File: src/hdl/rbb3_pkg.sv
// rbb3_pkg: shared constants, register codes and structs for the 3x3 box blur.
// No dependencies; compile first.
package rbb3_pkg;

    localparam int DEF_MAX_WIDTH  = 1024;
    localparam int DEF_MAX_HEIGHT = 1024;
    localparam int SIZE_RESET     = 1024;

    localparam int WORD_W      = 32;
    localparam int RGB_W       = 24;
    localparam int CHAN_W      = 8;
    localparam int CFG_DATA_W  = 11;
    localparam int CFG_INDEX_W = 1;

    // nine 8-bit samples sum to at most 2295
    localparam int SUM_W = 12;

    // x / 9 == (x * 7282) >> 16 for x < 2296
    localparam int DIV9_MUL   = 7282;
    localparam int DIV9_MUL_W = 13;
    localparam int DIV9_SHIFT = 16;

    localparam logic [CHAN_W-1:0] ALPHA_OPAQUE = 8'hFF;

    localparam int OUT_FIFO_DEPTH = 8;

    localparam logic CMD_DRAIN = 1'b1;

    typedef enum logic [CFG_INDEX_W-1:0] {
        REG_LINE_WIDTH   = 1'b0,
        REG_FRAME_HEIGHT = 1'b1
    } rbb3_reg_t;

    // per-word control, worked out at acceptance
    typedef struct packed {
        logic emit;
        logic last;
        logic top_edge;
        logic bottom_edge;
        logic left_edge;
        logic right_edge;
    } rbb3_ctrl_t;

    typedef struct packed {
        logic [WORD_W-1:0] word;
        logic              last;
    } rbb3_result_t;

endpackage

File: src/hdl/rbb3_out_fifo.sv
// rbb3_out_fifo: small result queue that decouples the pipeline from the receiver.
// Depends on rbb3_pkg.
module rbb3_out_fifo #(
    parameter int DEPTH = rbb3_pkg::OUT_FIFO_DEPTH
) (
    input  logic                   clk,
    input  logic                   rst_n,
    input  logic                   push,
    input  rbb3_pkg::rbb3_result_t push_data,
    input  logic                   pop,
    output logic                   out_valid,
    output rbb3_pkg::rbb3_result_t out_data
);
    import rbb3_pkg::*;

    localparam int PTR_W = $clog2(DEPTH);
    localparam int CNT_W = $clog2(DEPTH + 1);

    rbb3_result_t     fifo_mem [DEPTH];
    logic [PTR_W-1:0] wr_ptr_reg;
    logic [PTR_W-1:0] rd_ptr_reg;
    logic [CNT_W-1:0] count_reg;
    logic [PTR_W-1:0] wr_ptr_next;
    logic [PTR_W-1:0] rd_ptr_next;
    logic [CNT_W-1:0] count_next;

    always_comb
    begin
        wr_ptr_next = wr_ptr_reg;
        rd_ptr_next = rd_ptr_reg;
        count_next  = count_reg;
        if (push)
        begin
            wr_ptr_next = (wr_ptr_reg == PTR_W'(DEPTH - 1)) ? '0 : wr_ptr_reg + 1'b1;
        end
        if (pop)
        begin
            rd_ptr_next = (rd_ptr_reg == PTR_W'(DEPTH - 1)) ? '0 : rd_ptr_reg + 1'b1;
        end
        if (push && !pop)
        begin
            count_next = count_reg + 1'b1;
        end
        else if (pop && !push)
        begin
            count_next = count_reg - 1'b1;
        end
    end

    always_ff @(posedge clk or negedge rst_n)
    begin
        if (!rst_n)
        begin
            wr_ptr_reg <= '0;
            rd_ptr_reg <= '0;
            count_reg  <= '0;
        end
        else
        begin
            wr_ptr_reg <= wr_ptr_next;
            rd_ptr_reg <= rd_ptr_next;
            count_reg  <= count_next;
        end
    end

    always_ff @(posedge clk)
    begin
        if (push)
        begin
            fifo_mem[wr_ptr_reg] <= push_data;
        end
    end

    assign out_valid = (count_reg != '0);
    assign out_data  = fifo_mem[rd_ptr_reg];

endmodule

File: config.mk
export PLATFORM = sky130hd
export DESIGN_NAME = rbb3_out_fifo
export DESIGN_NICKNAME = d
export VERILOG_FILES = /design/src/hdl/rbb3_pkg.sv /design/src/hdl/rbb3_out_fifo.sv
export SDC_FILE = /design/constraint.sdc
export NUM_CORES = 1
export LEC_CHECK = 0
export BUFFER_PORTS_ARGS = -buffer_cell sky130_fd_sc_hd__buf_4
export CAP_MARGIN = 20
export CORE_MARGIN = 3
export CORE_UTILIZATION = 60
export CTS_CLUSTER_SIZE = 8
export DETAILED_ROUTE_END_ITERATION = 16
export PLACE_DENSITY = 0.79
export SYNTH_ARGS = -nofsm -noshare
export SYNTH_HDL_FRONTEND = slang
export SYNTH_SLANG_ARGS = --single-unit
File: constraint.sdc
create_clock -name clk -period 3.75 [get_ports clk]
set_input_delay 0.75 -clock clk [delete_from_list [all_inputs] [get_ports clk]]
set_output_delay 0.75 -clock clk [all_outputs]
set_load 0.05 [all_outputs]
Yosys cells after proc, flatten, opt, wreduce, memory -nomap -nowiden
Memory sizes are Yosys's and may differ from the RTL's.
Cells that the tools add are included.
W data, S select, Z words.
- add/subtract/negate cells: 4
- equality and inequality tests: 2
- muxes and demuxes: 6
- reduce and logical (&&, ||, !) cells: 6
- operators with widths (kind ; number):
    $mux W4 ; 2
    $add A3 B1 Y3 const B ; 2
    $eq A3 B3 Y1 const B ; 2
    $mux W3 ; 2
    $add A4 B1 Y4 const B ; 1
    $reduce_bool A4 Y1 ; 1
    $sub A4 B1 Y4 const B ; 1
    $logic_and A1 B1 Y1 ; 2
    $logic_not A1 Y1 ; 2
    $mux W1 ; 2
    $reduce_bool A2 Y1 ; 1
- flip-flop bits (word level): 10
- RAM bits: 264
- bits of input ports: 37
- output and inout bits: 34
- word-level logic and storage cells: 22
- memories: 1
- memories (memory ; words ; width ; rd ports ; clocked after memory_dff ; write ports ; line ; source):
    fifo_mem ; 8 ; 33 ; 1 ; 0 ; 1 ; rbb3_out_fifo.sv:19 ; rbb3_result_t fifo_mem [DEPTH];

Depth between registers and ports, before layout
- depth in word-level cells: 4
- mapped depth: 7
- mapped depth without buffers: 7

Worst setup path after synthesis
OpenSTA, ideal clock, no wires.
- kind: in2reg
- start point: in push
- end point: mem fifo_mem[0][0] (netlist name), enable pin
- setup time: 0.464 ns
- data arrival time: 3.117 ns
- required time: 3.286 ns
- setup slack: 0.169 ns
- stages: 2
- buffers on the path: 0
- cell sequence: nand2b_1 nor3_1
- cells in the longest elaborated chain, start to end: 2
- RTL lines (item ; line ; source):
    from (decl) ; rbb3_out_fifo.sv:8 ; input logic push,
    $mux W1 ; rbb3_out_fifo.sv:68 ; if (push)
    $mux W1 (not written as such) ; rbb3_out_fifo.sv:70 ; fifo_mem[wr_ptr_reg] <= push_data;
    to (decl) ; rbb3_out_fifo.sv:19 ;
Every way passes these cells.

==> run summary <==
post-CTS sizing - 0
CP max FO - 38
most common cell after layout, fill and taps aside - edfxtp_1
power per cell area - 899 nW/um2
synth-to-layout area growth - 19.5%
Final Hold Viols - 0
Synth cell types - 27
VDD IR-drop max - 0.686 mV
fill count - 930
worst-skew pair later-pin latency - 510 ps
CP Capture Type - output pin
syn nets - 492
Initial Utilization - 61.4%
Die Ht - 139 um
Reg2Reg Depth - 3
Non-Filler Instances - 802
GPL Wtd Cong - 0.710
Cell Area, Placed - 11600 um2
nets - 605
synthesized area per cell - 23.8 um2
Slowest-stage cell, CP - dfrtp_4
PortBufs - 70
setup bufs post-CTS - 0
Final Max Slew Viols - 0
clock slew at reported path FFs - 50 ps
antenna violations before repair - 0
CTS root buffer - clkbuf_16
CP Class - reg -> out
Critical Path, Cell by Cell - buf_4 -> mux4_2 -> mux2_4 -> buf_4
post-route ant nets - 0
DR vias - 4933
Setup Skew - 20.7 ps
drt via density - 6.15
full die area - 19300 um2
Slew headroom - 39.3%
Core Region - 17300 um2
reg-to-reg slack, setup - 1730 ps
# rows - 48
vias in the first global route - 5469
GRT overflow - 0
cell family with the largest share of critical-path delay - flip-flops
layout cells sized above 1 - 43.3%
Post-Syn Instances - 447
largest net degree at the start of global routing - 39
setup TNS - 0 ps
H-tree depth - 2
run status - complete, no violations
Iteration-0 DRC Markers - 390
DP HPWL - 11.9 mm
Slew @ Worst Pin - 906 ps
Lkg Pwr - 4.28 nW
Largest register FFs - 264
unrepaired setup endpoints after global routing - no
Fmax - 284 MHz
cts hold-fix bufs - 0
CTS tree - built
drt wl/cell - 26.4 um
CP peak stage delay - 950 ps
Pre-Repair DR Iteration Count - 7
placed cells - 743
Ys Warns - 0
Critical Path RT - 3000 ps
sequential cell area fraction in the yosys report - 77.0%
final instance area - 12700 um2
diodes inserted - 0
first-pass GRT wire length - 32.7 mm
Reg2Reg Launch Point - wr_ptr_reg[2]$_DFFE_PN0P_
Tot Pwr - 11.4 mW
crit path buf inv count - 2
Top cell by count, worst path - buf_4
commonest cells after routing, fill and taps aside - 264 x edfxtp_1, 85 x buf_4, 66 x mux4_2
Tcrit/Tclk final - 94.0%
final WL - 21.2 mm
startpoint types - flip-flop
Post-route DRC - 0
min Tclk post-route - 3520 ps
final setup fails - 0
CTS buffer count - 40
max-cap violation count - 0
Data arrival, critical path - 2770 ps
die width - 139 um
mapped cell area - 10600 um2
clk buf depth - 3
#FFs+latches synth - 274
Hold Crit Class - in -> async
GRT Total Usage - 22.6%
Top Ports - 71
# clock sinks - 274
r2r endpoint - fifo_mem[2][30]$_DFFE_PP_
## cell families after synthesis
logic type	Yosys count	share of synthesized area [%]
buf+inv	24	1.48
xor+xnor	2	0.165
compound gates	8	0.483
flops	274	77.0
simple gates	26	1.22
mux	105	18.6
fa+ha+maj	8	1.01
## report_power, final
| group | switching, mW | internal, mW |
|---|---|---|
| clock network | 1.20 | 1.98 |
| registers | 0.360 | 3.85 |
| logic | 2.29 | 1.73 |
## Yosys cell counts
master,count,area (um2)
mux4_2,66,1490
xnor2_1,2,17.5
or3_1,1,6.26
nand3_1,2,10.0
nand3b_1,3,22.5
buf_6,1,11.3
mux2_4,15,225
buf_1,2,7.51
clkbuf_1,5,18.8
buf_12,3,60.1
nor2_1,8,30.0
nand2b_1,2,12.5
fa_1,1,20.0
nor3_1,3,15.0
a2111o_1,1,11.3
a21oi_1,2,10.0
edfxtp_1,264,7930
mux2_2,23,259
dfrtp_1,10,250
mux2i_1,1,10.0
nand2_1,5,18.8
o21ai_0,3,15.0
o211ai_1,2,15.0
buf_2,9,45.0
ha_1,7,87.6
or4_1,2,15.0
inv_1,4,15.0
## worst max path at each step
stage	from	end	depth (start not counted)	slack [ps]
final	rd_ptr_reg[0]$_DFFE_PN0P_	out_data[26]	4	230
after global routing	rd_ptr_reg[0]$_DFFE_PN0P_	out_data[30]	4	70
after floorplan	push	fifo_mem[0][0]$_DFFE_PP_	2	170
after global placement	rd_ptr_reg[0]$_DFFE_PN0P_	out_data[30]	4	750
after detailed placement	rd_ptr_reg[0]$_DFFE_PN0P_	out_data[31]	4	700
after CTS	rd_ptr_reg[0]$_DFFE_PN0P_	out_data[31]	4	160
## layer usage
metal  track usage [%]  share of wire, %
met1              29.5                38
met2              39.0                54
met3              4.86               6.7
met4              6.95               1.9
met5                 0                 0
## per-stage QoR
step                      utilization [%]  hold WS [ps]  setup slack (ps)
after floorplan                         -           454               169
after global routing                 73.4          59.0              72.1
after CTS                            73.4          53.8               157
after detailed placement             67.0           522               701
after global placement               67.0           494               750
final                                73.4          66.8               226
## area by class of cell
type	count	area, um2	area share [%]
multi-input cells	149	2340	18.5
clock buffers	56	1080	8.53
flip-flops and latches	274	8180	64.5
clock inverters	3	26.3	0.207
well taps	225	282	2.22
inverters	4	15.0	0.118
repair buffers	91	758	5.98
## worst register-to-register path: stages (launching register included)
cell and delay [ps]:
dfrtp_1 410, nand2b_1 320, nor2_4 590, buf_4 380
(Power assumes the default switching activity.)
